$ cat src/rtl/hdwd_pkg.sv
// Shared types, constants and helper functions for the Huffman delta word decoder.
package hdwd_pkg;

  localparam int unsigned QUEUE_DEPTH = 2;
  localparam int unsigned WORD_W      = 16;
  localparam int unsigned PAYLOAD_W   = 14;
  localparam int unsigned RAW_W       = 12;
  localparam int unsigned MAX_RUN     = 6;
  localparam int unsigned RUN_W       = 3;
  localparam logic [1:0]  HUFF_HEADER = 2'b10;

  typedef enum logic [1:0] {
    ST_OK         = 2'd0,
    ST_LONG_RUN   = 2'd1,
    ST_BAD_HEADER = 2'd2
  } status_e;

  typedef enum logic [1:0] {
    KIND_RAW  = 2'd0,
    KIND_ERR  = 2'd1,
    KIND_HUFF = 2'd2
  } kind_e;

  // One classified item waiting for the back end.
  typedef struct packed {
    kind_e                  kind;
    status_e                status;
    logic [WORD_W-1:0]      sample;  // raw sample, or base value for deltas
    logic [PAYLOAD_W-1:0]   bits;    // Huffman payload, top bit first
  } entry_t;

  // Zeros above the first one bit; 7 when none among the top seven.
  function automatic logic [RUN_W-1:0] lead_zeros(input logic [PAYLOAD_W-1:0] bits);
    logic [RUN_W-1:0] n;
    logic             found;
    n     = RUN_W'(MAX_RUN + 1);
    found = 1'b0;
    for (int i = 0; i <= int'(MAX_RUN); i++) begin
      if (!found && bits[PAYLOAD_W-1-i]) begin
        n     = RUN_W'(i);
        found = 1'b1;
      end
    end
    return n;
  endfunction

  // Delta applied for a zero run of the given length.
  function automatic logic [WORD_W-1:0] run_delta(input logic [RUN_W-1:0] run);
    logic [WORD_W-1:0] d;
    case (run)
      3'd1:    d = 16'hffff;
      3'd2:    d = 16'h0001;
      3'd3:    d = 16'hfffe;
      3'd4:    d = 16'h0002;
      3'd5:    d = 16'hfffd;
      3'd6:    d = 16'h0003;
      default: d = 16'h0000;
    endcase
    return d;
  endfunction

endpackage

$ cat src/rtl/hdwd_in_if.sv
// Input channel: previous sample and compressed code word.
interface hdwd_in_if;
  logic        valid;
  logic        ready;
  logic [15:0] previous_sample;
  logic [15:0] code_word;

  modport source (output valid, output previous_sample, output code_word, input ready);
  modport sink   (input valid, input previous_sample, input code_word, output ready);
endinterface

$ cat src/rtl/hdwd_out_if.sv
// Output channel: decoded sample, last flag and status.
interface hdwd_out_if;
  logic               valid;
  logic               ready;
  logic signed [15:0] sample;
  logic               last;
  logic [1:0]         status;

  modport source (output valid, output sample, output last, output status, input ready);
  modport sink   (input valid, input sample, input last, input status, output ready);
endinterface

$ cat src/rtl/hdwd_front.sv
// Front end: accepts code words, classifies them and checks for long zero runs.
module hdwd_front (
  hdwd_in_if.sink          in_ch_i,
  input  logic             full_i,
  output logic             push_o,
  output hdwd_pkg::entry_t entry_o
);

  logic [hdwd_pkg::PAYLOAD_W-1:0] payload;
  logic                           is_raw;
  logic                           is_huff;
  logic                           long_run;

  assign payload = in_ch_i.code_word[hdwd_pkg::PAYLOAD_W-1:0];
  assign is_raw  = (in_ch_i.code_word[15:12] == 4'd0);
  assign is_huff = (in_ch_i.code_word[15:14] == hdwd_pkg::HUFF_HEADER);

  // A one bit with seven zeros right above it ends an over-long run.
  always_comb begin
    long_run = 1'b0;
    for (int i = 0; i <= int'(hdwd_pkg::MAX_RUN); i++) begin
      if (payload[i] && (payload[i+1 +: hdwd_pkg::MAX_RUN+1] == '0)) begin
        long_run = 1'b1;
      end
    end
  end

  always_comb begin
    entry_o.sample = in_ch_i.previous_sample;
    entry_o.bits   = payload;
    entry_o.status = hdwd_pkg::ST_OK;
    entry_o.kind   = hdwd_pkg::KIND_HUFF;
    if (is_raw) begin
      entry_o.kind   = hdwd_pkg::KIND_RAW;
      entry_o.sample = {4'd0, in_ch_i.code_word[hdwd_pkg::RAW_W-1:0]};
    end else if (!is_huff) begin
      entry_o.kind   = hdwd_pkg::KIND_ERR;
      entry_o.status = hdwd_pkg::ST_BAD_HEADER;
      entry_o.sample = '0;
    end else if (long_run) begin
      entry_o.kind   = hdwd_pkg::KIND_ERR;
      entry_o.status = hdwd_pkg::ST_LONG_RUN;
      entry_o.sample = '0;
    end
  end

  assign in_ch_i.ready = !full_i;
  // An empty Huffman payload yields nothing and is dropped here.
  assign push_o = in_ch_i.valid && !full_i && !(is_huff && !is_raw && payload == '0);

endmodule

$ cat src/rtl/hdwd_fifo.sv
// Small queue of classified items between front and back end.
module hdwd_fifo #(
  parameter int unsigned Depth = hdwd_pkg::QUEUE_DEPTH
) (
  input  logic             clk_i,
  input  logic             rst_ni,
  input  logic             push_i,
  input  hdwd_pkg::entry_t push_entry_i,
  output logic             full_o,
  input  logic             pop_i,
  output hdwd_pkg::entry_t pop_entry_o,
  output logic             empty_o
);

  localparam int unsigned PtrW = (Depth > 1) ? $clog2(Depth) : 1;
  localparam int unsigned CntW = $clog2(Depth + 1);

  hdwd_pkg::entry_t slots_q [Depth];
  logic [PtrW-1:0]  wr_q, wr_d, rd_q, rd_d;
  logic [CntW-1:0]  cnt_q, cnt_d;

  assign full_o      = (cnt_q == CntW'(Depth));
  assign empty_o     = (cnt_q == '0);
  assign pop_entry_o = slots_q[rd_q];

  always_comb begin
    wr_d  = wr_q;
    rd_d  = rd_q;
    cnt_d = cnt_q;
    if (push_i) begin
      wr_d = (wr_q == PtrW'(Depth - 1)) ? '0 : wr_q + 1'b1;
    end
    if (pop_i) begin
      rd_d = (rd_q == PtrW'(Depth - 1)) ? '0 : rd_q + 1'b1;
    end
    if (push_i && !pop_i) begin
      cnt_d = cnt_q + 1'b1;
    end else if (pop_i && !push_i) begin
      cnt_d = cnt_q - 1'b1;
    end
  end

  always_ff @(posedge clk_i or negedge rst_ni) begin
    if (!rst_ni) begin
      wr_q  <= '0;
      rd_q  <= '0;
      cnt_q <= '0;
    end else begin
      wr_q  <= wr_d;
      rd_q  <= rd_d;
      cnt_q <= cnt_d;
    end
  end

  always_ff @(posedge clk_i) begin
    if (push_i) begin
      slots_q[wr_q] <= push_entry_i;
    end
  end

endmodule

$ cat src/rtl/hdwd_back.sv
// Back end: walks Huffman payloads one run per cycle, while the output register is free, into the output register.
module hdwd_back (
  input  logic             clk_i,
  input  logic             rst_ni,
  input  logic             empty_i,
  input  hdwd_pkg::entry_t entry_i,
  output logic             pop_o,
  hdwd_out_if.source       out_ch_o
);

  logic                           busy_q, busy_d;
  logic [hdwd_pkg::PAYLOAD_W-1:0] rem_q, rem_d;
  logic [hdwd_pkg::WORD_W-1:0]    run_q, run_d;
  logic                           out_valid_q, out_valid_d;
  logic [hdwd_pkg::WORD_W-1:0]    sample_q, sample_d;
  logic                           last_q, last_d;
  logic [1:0]                     status_q, status_d;

  logic                           out_free;
  logic [hdwd_pkg::PAYLOAD_W-1:0] cur_bits;
  logic [hdwd_pkg::WORD_W-1:0]    cur_run;
  logic [hdwd_pkg::RUN_W-1:0]     lz;
  logic [hdwd_pkg::PAYLOAD_W-1:0] next_bits;
  logic [hdwd_pkg::WORD_W-1:0]    next_run;

  assign out_free = !out_valid_q || out_ch_o.ready;
  assign pop_o    = !busy_q && !empty_i && out_free;

  assign cur_bits  = busy_q ? rem_q : entry_i.bits;
  assign cur_run   = busy_q ? run_q : entry_i.sample;
  assign lz        = hdwd_pkg::lead_zeros(cur_bits);
  assign next_bits = cur_bits << ({1'b0, lz} + 4'd1);
  assign next_run  = cur_run + hdwd_pkg::run_delta(lz);

  always_comb begin
    busy_d      = busy_q;
    rem_d       = rem_q;
    run_d       = run_q;
    out_valid_d = out_valid_q && !out_ch_o.ready;
    sample_d    = sample_q;
    last_d      = last_q;
    status_d    = status_q;
    if (busy_q && out_free) begin
      out_valid_d = 1'b1;
      sample_d    = next_run;
      last_d      = (next_bits == '0);
      status_d    = hdwd_pkg::ST_OK;
      rem_d       = next_bits;
      run_d       = next_run;
      busy_d      = (next_bits != '0);
    end else if (pop_o) begin
      out_valid_d = 1'b1;
      if (entry_i.kind == hdwd_pkg::KIND_HUFF) begin
        sample_d = next_run;
        last_d   = (next_bits == '0);
        status_d = hdwd_pkg::ST_OK;
        rem_d    = next_bits;
        run_d    = next_run;
        busy_d   = (next_bits != '0);
      end else begin
        sample_d = entry_i.sample;
        last_d   = 1'b1;
        status_d = entry_i.status;
      end
    end
  end

  always_ff @(posedge clk_i or negedge rst_ni) begin
    if (!rst_ni) begin
      busy_q      <= 1'b0;
      out_valid_q <= 1'b0;
    end else begin
      busy_q      <= busy_d;
      out_valid_q <= out_valid_d;
    end
  end

  always_ff @(posedge clk_i) begin
    rem_q    <= rem_d;
    run_q    <= run_d;
    sample_q <= sample_d;
    last_q   <= last_d;
    status_q <= status_d;
  end

  assign out_ch_o.valid  = out_valid_q;
  assign out_ch_o.sample = $signed(sample_q);
  assign out_ch_o.last   = last_q;
  assign out_ch_o.status = status_q;

  a_busy_has_ones: assert property (@(posedge clk_i) disable iff (!rst_ni)
    busy_q |-> rem_q != '0)
    else $error("busy with an exhausted payload");

  a_no_long_run_here: assert property (@(posedge clk_i) disable iff (!rst_ni)
    (busy_q || (pop_o && entry_i.kind == hdwd_pkg::KIND_HUFF)) |->
      lz <= hdwd_pkg::RUN_W'(hdwd_pkg::MAX_RUN))
    else $error("over-long run reached the back end");

  a_error_is_last: assert property (@(posedge clk_i) disable iff (!rst_ni)
    (out_valid_q && status_q != hdwd_pkg::ST_OK) |-> last_q && sample_q == '0)
    else $error("error result not alone");

  a_pop_when_idle: assert property (@(posedge clk_i) disable iff (!rst_ni)
    (busy_q && out_free && last_d) |=> !busy_q)
    else $error("payload walk did not end after last sample");

endmodule

$ cat src/rtl/huffman_delta_word_decoder_top.sv
// Top level of the Huffman delta word decoder.
//
//   channel   dir  payload                          handshake
//   in_ch_i   in   previous_sample[16] code_word[16] valid/ready
//   out_ch_o  out  sample[16,s] last[1] status[2]    valid/ready
//
// A raw, bad-header or long-run word gives one result from the back end.
// A Huffman word gives up to 14 samples, one per cycle while the output is not stalled, set by the run walker.
// Words with an empty payload are dropped in the front end and give nothing.
// Front and back are split by a queue, so words are taken while results stall, until the queue is full.
// Reset clears queue pointers, the walker busy flag and output valid; no clearing pass.
module huffman_delta_word_decoder_top #(
  parameter int unsigned QueueDepth = hdwd_pkg::QUEUE_DEPTH
) (
  input logic        clk_i,
  input logic        rst_ni,
  hdwd_in_if.sink    in_ch_i,
  hdwd_out_if.source out_ch_o
);

  logic             push;
  logic             full;
  logic             pop;
  logic             empty;
  hdwd_pkg::entry_t push_entry;
  hdwd_pkg::entry_t pop_entry;

  hdwd_front u_front (
    .in_ch_i (in_ch_i),
    .full_i  (full),
    .push_o  (push),
    .entry_o (push_entry)
  );

  hdwd_fifo #(
    .Depth (QueueDepth)
  ) u_fifo (
    .clk_i        (clk_i),
    .rst_ni       (rst_ni),
    .push_i       (push),
    .push_entry_i (push_entry),
    .full_o       (full),
    .pop_i        (pop),
    .pop_entry_o  (pop_entry),
    .empty_o      (empty)
  );

  hdwd_back u_back (
    .clk_i    (clk_i),
    .rst_ni   (rst_ni),
    .empty_i  (empty),
    .entry_i  (pop_entry),
    .pop_o    (pop),
    .out_ch_o (out_ch_o)
  );

endmodule
$ cat src/flat_wrapper.sv
// flat-port wrapper written by rule: the top's interface ports become plain ports
module huffman_delta_word_decoder_top_flat 
#(
  parameter int unsigned QueueDepth = hdwd_pkg::QUEUE_DEPTH
)
  (clk_i, rst_ni, in_ch_i_valid, in_ch_i_previous_sample, in_ch_i_code_word, in_ch_i_ready, out_ch_o_valid, out_ch_o_sample, out_ch_o_last, out_ch_o_status, out_ch_o_ready);
  hdwd_in_if in_ch_i_i ();
  hdwd_out_if out_ch_o_i ();
  input logic clk_i;
  input logic rst_ni;
  input wire logic [$bits(in_ch_i_i.valid)-1:0] in_ch_i_valid;
  input wire logic [$bits(in_ch_i_i.previous_sample)-1:0] in_ch_i_previous_sample;
  input wire logic [$bits(in_ch_i_i.code_word)-1:0] in_ch_i_code_word;
  output wire logic [$bits(in_ch_i_i.ready)-1:0] in_ch_i_ready;
  output wire logic [$bits(out_ch_o_i.valid)-1:0] out_ch_o_valid;
  output wire logic [$bits(out_ch_o_i.sample)-1:0] out_ch_o_sample;
  output wire logic [$bits(out_ch_o_i.last)-1:0] out_ch_o_last;
  output wire logic [$bits(out_ch_o_i.status)-1:0] out_ch_o_status;
  input wire logic [$bits(out_ch_o_i.ready)-1:0] out_ch_o_ready;
  assign in_ch_i_i.valid = in_ch_i_valid;
  assign in_ch_i_i.previous_sample = in_ch_i_previous_sample;
  assign in_ch_i_i.code_word = in_ch_i_code_word;
  assign in_ch_i_ready = in_ch_i_i.ready;
  assign out_ch_o_valid = out_ch_o_i.valid;
  assign out_ch_o_sample = out_ch_o_i.sample;
  assign out_ch_o_last = out_ch_o_i.last;
  assign out_ch_o_status = out_ch_o_i.status;
  assign out_ch_o_i.ready = out_ch_o_ready;
  huffman_delta_word_decoder_top #(.QueueDepth(QueueDepth)) u_core (.clk_i(clk_i), .rst_ni(rst_ni), .in_ch_i(in_ch_i_i), .out_ch_o(out_ch_o_i));
endmodule
$ cat config.mk
export PLATFORM = sky130hd
export DESIGN_NAME = huffman_delta_word_decoder_top_flat
export DESIGN_NICKNAME = d
export VERILOG_FILES = /design/src/rtl/hdwd_pkg.sv /design/src/rtl/hdwd_in_if.sv /design/src/rtl/hdwd_out_if.sv /design/src/rtl/hdwd_front.sv /design/src/rtl/hdwd_fifo.sv /design/src/rtl/hdwd_back.sv /design/src/rtl/huffman_delta_word_decoder_top.sv /design/src/flat_wrapper.sv
export SDC_FILE = /design/constraint.sdc
export NUM_CORES = 1
export LEC_CHECK = 0
export ABC_AREA = 1
export BUFFER_PORTS_ARGS = -buffer_cell sky130_fd_sc_hd__buf_2
export CAP_MARGIN = 25
export CORE_MARGIN = 2
export CORE_UTILIZATION = 45
export CTS_CLUSTER_DIAMETER = 200
export DETAILED_ROUTE_END_ITERATION = 10
export HOLD_SLACK_MARGIN = 0.03
export SETUP_SLACK_MARGIN = 0.1
export SYNTH_ARGS = -nofsm -noshare
export SYNTH_HDL_FRONTEND = slang
export SYNTH_SLANG_ARGS = --single-unit
$ cat constraint.sdc
create_clock -name clk_i -period 5.5 [get_ports clk_i]
set_input_delay 0.275 -clock clk_i [delete_from_list [all_inputs] [get_ports clk_i]]
set_output_delay 0.275 -clock clk_i [all_outputs]
set_load 0.01 [all_outputs]
Yosys cells after proc, flatten, opt, wreduce, memory -nomap -nowiden --
Memory sizes are Yosys's and may differ from the RTL's. Index checks and enable logic that the tools add are counted. Widths: inputs -> output; s select.
Storage, ports and cells: RAM bits 68, flip-flop bits (word level) 55, output and inout port bits 21, input port bits 36, word-level logic and storage cells 134, ROM bits 0, memories kept 1, bits in latches 0
Memories:
- u_core.u_fifo.slots_q | depth 2, bits a word 34, rd ports 1, clocked after Yosys merged registers in 0, write ports 1, line hdwd_fifo.sv:18 | hdwd_pkg::entry_t slots_q [Depth];
Cells by class: $lt $le $gt $ge 0, $add $sub $neg 6, equality and inequality tests 9, reductions and logical operators 55, divide/modulo/power cells 0, bitwise logic cells 0, $mul 0, mux-type cells 52, shift-type cells 1
Operators with widths (number):
- $mux 16 | 8
- $pmux 16 s6 | 1
- $mux 14 | 4
- $logic_not 7->1 | 7
- $mux 20 | 2
- $logic_not 14->1 | 2
- $mux 1 | 25
- $logic_and 1x1->1 | 23
- $mux 3 | 7
- $add 16x16->16 | 1
- $logic_not 1->1 | 15
- $reduce_bool 14->1 | 1
- $shl 14x4->14 | 1
- $mux 2 | 5
- $eq 3x3->1 const B | 3
- $eq 2x2->1 const B | 3
- $eq 3x2->1 const B | 2
- $reduce_bool 2->1 | 3
- $add 3x1->4 const B | 1
- $logic_not 4->1 | 1
- $eq 3x1->1 const B | 1
- $add 1x1->1 const B | 2
- $add 2x1->2 const B | 1
- $logic_not 2->1 | 1
- 3 further kinds | 3

Longest topological paths before layout --
An unclocked memory read counts as a cell.
word-level depth 27, depth in mapped cells 30, mapped depth without buffers 29

By module --
A second synthesis with hierarchy kept.
Second synthesis, totals: cells, all modules 803, area, all modules 7613.6 µm²
By module, submodules not included:
- hdwd_back | instances 1, cells each 551, area each 4211.5 µm², seq. area each 1501.4 µm²
- hdwd_fifo | instances 1, cells each 131, area each 2811.4 µm², seq. area each 2142.1 µm²
- hdwd_front | instances 1, cells each 121, area each 590.6 µm², seq. area each 0.0 µm²

Worst setup path before layout --
Ideal clock, no wire load.
path type reg-to-reg, start point register u_core.u_fifo.rd_q, end point register u_core.u_back.run_q[12] in the netlist's numbering (data pin), library setup time 0.255 ns, path buffers 4, data required time 5.245 ns, arrival time 4.015 ns, period minus slack after synthesis 4.270 ns, setup slack 1.230 ns, cell stages (with the launch flop) 29, path through dfrtp_1 > buf_6 > inv_2 > buf_6 > nand2_1 > nand3_1 > nand2_1 > nand2_2 > nor2_8 > a21oi_4 > nand2_4 > buf_8 > ha_1 > clkinv_1 > clkbuf_1 > ha_1 > fa_1 > a21o_1 > a21oi_1 > nor2_1 > nor2_1 > o21ai_2 > nand3_1 > nand2_1 > nand3_1 > nand2_1 > nand2_1 > nand3b_1 > and2_1
On the way: cells in the longest elaborated chain, start to end 27, elaborated cells on any way between the ends 39, classes of those cells add/sub (1); eq/ne (6); mux (19); reduce/logical (12); memory (1)
Ends and longest elaborated chain:
- from (decl) | line hdwd_fifo.sv:19 | logic [PtrW-1:0] wr_q, wr_d, rd_q, rd_d;
- from (signal assigned) | line hdwd_fifo.sv:50 | rd_q <= rd_d;
- $mem_v2 2x34 *
- $mux 14 | line hdwd_back.sv:29 | assign cur_bits = busy_q ? rem_q : entry_i.bits;
- $mux 1 | line hdwd_pkg.sv:39 | if (!found && bits[PAYLOAD_W-1-i]) begin
- $logic_not 1->1 | line hdwd_pkg.sv:39
- $logic_and 1x1->1 | line hdwd_pkg.sv:39
- $mux 1 | line hdwd_pkg.sv:39
- $logic_not 1->1 | line hdwd_pkg.sv:39
- $logic_and 1x1->1 | line hdwd_pkg.sv:39
- [... 12 more ...]
- $mux 3 | line hdwd_pkg.sv:39
- $eq 3x3->1, or another cell as far along | line hdwd_pkg.sv:50 | case (run)
- $pmux 16 s6 | line hdwd_pkg.sv:50
- $add 16x16->16 * | line hdwd_back.sv:33 | assign next_run = cur_run + hdwd_pkg::run_delta(lz);
- named net u_core.u_back.next_run, one bit | line hdwd_back.sv:24 | logic [hdwd_pkg::WORD_W-1:0] next_run;
- $mux 16 | line hdwd_back.sv:53 | if (entry_i.kind == hdwd_pkg::KIND_HUFF) begin
- $mux 16 | line hdwd_back.sv:51 | end else if (pop_o) begin
- $mux 16 * | line hdwd_back.sv:43 | if (busy_q && out_free) begin
- to (signal assigned) | line hdwd_back.sv:80 | run_q <= run_d;
- to (decl) | line hdwd_back.sv:13 | logic [hdwd_pkg::WORD_W-1:0] run_q, run_d;
Mark *: on every way through the listed nets, which the timed path passes. The rest lies on a longest branch. The select of a mux whose other input is x is not followed. A chain may end at the register's enable or synchronous reset.

Worst setup path after layout --
start point register u_core.u_fifo.rd_q, end point register u_core.u_back.run_q[14] in the netlist's numbering (data pin)
The elaborated chain is that of the path after synthesis.

==> flow_metrics.env <==
export IMPL_async_flop_share_pct=4.88
export IMPL_drc=0
export IMPL_finalClockSkew_ns=0.0110
export IMPL_clock_sinks=123
export IMPL_syn_avg_cell_area_um2=9.36
export IMPL_setup_viol=0
export IMPL_rsz0062_at_grt="false"
export IMPL_required_ns=5.67
export IMPL_diodes=0
export IMPL_critPathMaxFanout=22
export IMPL_syn2layout_area_growth_pct=15.1
export IMPL_core_um2=15000
export IMPL_r2r_cells=24
export IMPL_synthFlopType="edfxtp_1"
export IMPL_place_hpwl_um=11600
export IMPL_cts_reportedPaths_clkPinSlew_ns=0.06
export IMPL_clockBufferDepth=2
export IMPL_synth_ff_latch_count=123
export IMPL_portBuffers=56
export IMPL_endpoint_kind="flip-flop"
export IMPL_wl_um=15700
export IMPL_worst_slack_ns=0.650
export IMPL_antenna_found_initial=0
export IMPL_grt_pass1_wl_um=25100
export IMPL_fin_util_pct=52.5
export IMPL_hold_viol_final=0
export IMPL_maxSlewHeadroom_pct=48.8
export IMPL_hp_class="primary input to flip-flop"
export IMPL_hold_buffers=1
export IMPL_pin_count=57
export IMPL_die_area_um2=16200
export IMPL_maxCapViolations=0
export IMPL_firstDrtPassIters=5
export IMPL_synth_nets=788
export IMPL_viasPerCell=5.24
export IMPL_initialDrtViolationCount=414
export IMPL_max_freq_mhz=206
export IMPL_ctsResizeCount=0
export IMPL_nets=848
export IMPL_ctsRootBufferMaster="clkbuf_16"
export IMPL_setup_tns_ns=0
export IMPL_arrival_ns=5.02
export IMPL_fin_crit_sh_pct=88.2
export IMPL_status="complete, no violations"
export IMPL_crit_start="u_core.u_fifo.rd_q"
export IMPL_min_period_ns=4.85
export IMPL_post_drt_wl_per_cell_um=15.8
export IMPL_critPathKind="flip-flop to flip-flop"
export IMPL_cp_endpoint="u_core.u_back.run_q[14]"
export IMPL_grt_usage_pct=20.3
export IMPL_grt_max_degree=41
export IMPL_grt_ovfl_total=0
export IMPL_cts_buffers=17
export IMPL_num_rows=45
export IMPL_synth_edf_count=115
export IMPL_slew_violations=0
export IMPL_cts_htree_levels=4
export IMPL_die_height_um=127
export IMPL_r2r_end="u_core.u_back.run_q[14]"
export IMPL_syn_inst=732
export IMPL_grt_pass1_vias=4819
export IMPL_start_util_pct=45.6
export IMPL_cts_tree="built"
export IMPL_worst_pin_slew_ns=0.765
export IMPL_crit_path_start_kind="flip-flop"
export IMPL_drive_above_1_share_pct=17.8
export IMPL_ys_types=54
export IMPL_vias=5201
export IMPL_cts_setup_buffers=0
export IMPL_pre_cts_ws_ns=0.693
export IMPL_ys_warn_count=0
export IMPL_ff2ff_setup_slack_ns=0.65
export IMPL_die_x_um=127
export IMPL_gp_congestion=0.898
export IMPL_post_synth_instance_area_um2=6850
export IMPL_clk_latency_ns=0.42
export IMPL_ys_seq_area_share_pct=53.2
export IMPL_ant_nets=0
export IMPL_rr_startpoint="u_core.u_fifo.rd_q"
==> per-stage QoR <==
step / cells / hold slack (ns) / area (µm²)
3_5_place_dp: 960 / 0.135 / 7290
6_report: 993 / 0.0670 / 7890
5_1_grt: 993 / 0.0659 / 7890
4_1_cts: 993 / 0.0504 / 7890
2_1_floorplan: 732 / -0.0206 / 6850
3_3_place_gp: 959 / 0.136 / 7270
==> kinds of logic after synthesis <==
logic type	synth area share, %
and+or+nand+nor	24.6
DFF	53.2
AOI/OAI and AO/OA	8.69
buffers and inverters	6.34
adders and majority gates	3.76
xor gates and xnor gates	1.79
muxes	1.61
==> layout by cell type, fill, tap and decap left out, drive strengths merged, types with 2 or more instances in the layout <==
cell and n:
nand2 187, edfxtp 115, nand3 88, inv 73, nor2 66, buf 65
o21ai 45, a21oi 23, ha 19, clkbuf 19, xor2 12, mux2i 11
or2 11, clkinv 8, o211ai 6, a31oi 6, dfrtp 6, nor3 5
a21o 4, and2 4, a22o 4, nand3b 4, o21a 2, o22ai 2
o32ai 2, xnor2 2, clkinvlp 2, bufinv 2, dfxtp 2, nand4 2
==> per-layer routing <==
layer	routed length, µm	vias up	track usage, %
met5	0	-	0
li1	-	2623	-
met1	7630	2377	30.2
met3	981	17	4.40
met2	6830	184	29.3
met4	226	0	7.24
==> synth_stat cells, types with 2 or more instances <==
cell	count	share of area, %
a22o_1	4	0.51
o21ai_0	39	2.8
nor2_1	57	3.1
nor3_1	5	0.37
o21a_1	2	0.22
o211ai_1	6	0.66
ha_1	19	3.5
inv_1	65	3.6
buf_2	6	0.44
buf_1	2	0.11
nand3b_1	3	0.33
o21ai_2	3	0.38
inv_2	5	0.27
or2_0	2	0.18
xor2_1	12	1.5
nor2_2	7	0.64
dfxtp_1	2	0.58
o21ai_1	3	0.22
a21o_1	4	0.44
mux2i_1	11	1.6
buf_6	6	0.99
dfrtp_1	6	2.2
nand3_2	7	1.0
xnor2_1	2	0.26
nand2_2	8	0.73
nand2_4	2	0.33
nand3_1	81	5.9
or2_2	6	0.55
a31oi_1	6	0.55
a21oi_1	22	1.6
or2_1	3	0.27
o22ai_1	2	0.18
o32ai_1	2	0.26
clkbuf_1	9	0.49
edfxtp_1	115	50
nand2_1	177	9.7
and2_1	4	0.37
==> state kept, by name, summed over array words and instances, names as in the netlist <==
signal / count
u_core.u_back.rem_q: 14
u_core.u_back.run_q: 16
u_core.u_back.out_ch_o.valid: 1
u_core.u_back.out_ch_o.sample: 16
u_core.u_fifo.rd_q: 1
u_core.u_back.out_ch_o.last: 1
u_core.u_back.busy_q: 1
u_core.u_fifo.cnt_q: 2
u_core.u_back.out_ch_o.status: 2
u_core.u_fifo.slots_q: 68
u_core.u_fifo.wr_q: 1
==> cell type report <==
cell class / instances / area [µm²]
Sequential cell: 123 / 3640
Inverter: 72 / 273
Clock buffer: 19 / 443
Multi-Input combinational cell: 512 / 2780
Clock inverter: 13 / 143
Timing Repair Buffer: 66 / 365
Fill cell: 1340 / 7150
Tap cell: 188 / 235
==> critical path, cell delays in order, from the launching register on <==
cell and delay [ns]:
dfrtp_1 0.40, inv_2 0.31, nand2_1 0.10, nand3_1 0.09
nand2_1 0.09, nand2_2 0.14, nor2_8 0.08, a21oi_4 0.34
nand2_4 0.20, ha_1 0.64, clkinv_1 0.19, ha_1 0.24
fa_1 0.41, a21o_1 0.19, a21oi_1 0.20, nor2_1 0.06
nor2_1 0.12, o21ai_2 0.09, nand3_1 0.06, nand2_1 0.08
nand3_1 0.07, nand2_1 0.10, nand2_1 0.10, nand3_1 0.09
and2_1 0.18
==> how the worst min path moves through the flow <==
stage	startpoint	end	slack [ns]	depth (start not counted)
2_1_floorplan	rst_ni	u_core.u_back.busy_q	-0.02	0
3_3_place_gp	rst_ni	u_core.u_fifo.cnt_q[1]	0.14	1
3_5_place_dp	rst_ni	u_core.u_fifo.cnt_q[1]	0.14	1
4_1_cts	in_ch_i_code_word[13]	u_core.u_fifo.slots_q[0][13]	0.05	1
5_1_grt	in_ch_i_code_word[13]	u_core.u_fifo.slots_q[0][13]	0.07	1
6_report	in_ch_i_code_word[13]	u_core.u_fifo.slots_q[0][13]	0.07	1
Power is left out: the tool's default activity adds up to more than one toggle a clock period on the data nets, which glitch-free logic cannot reach.
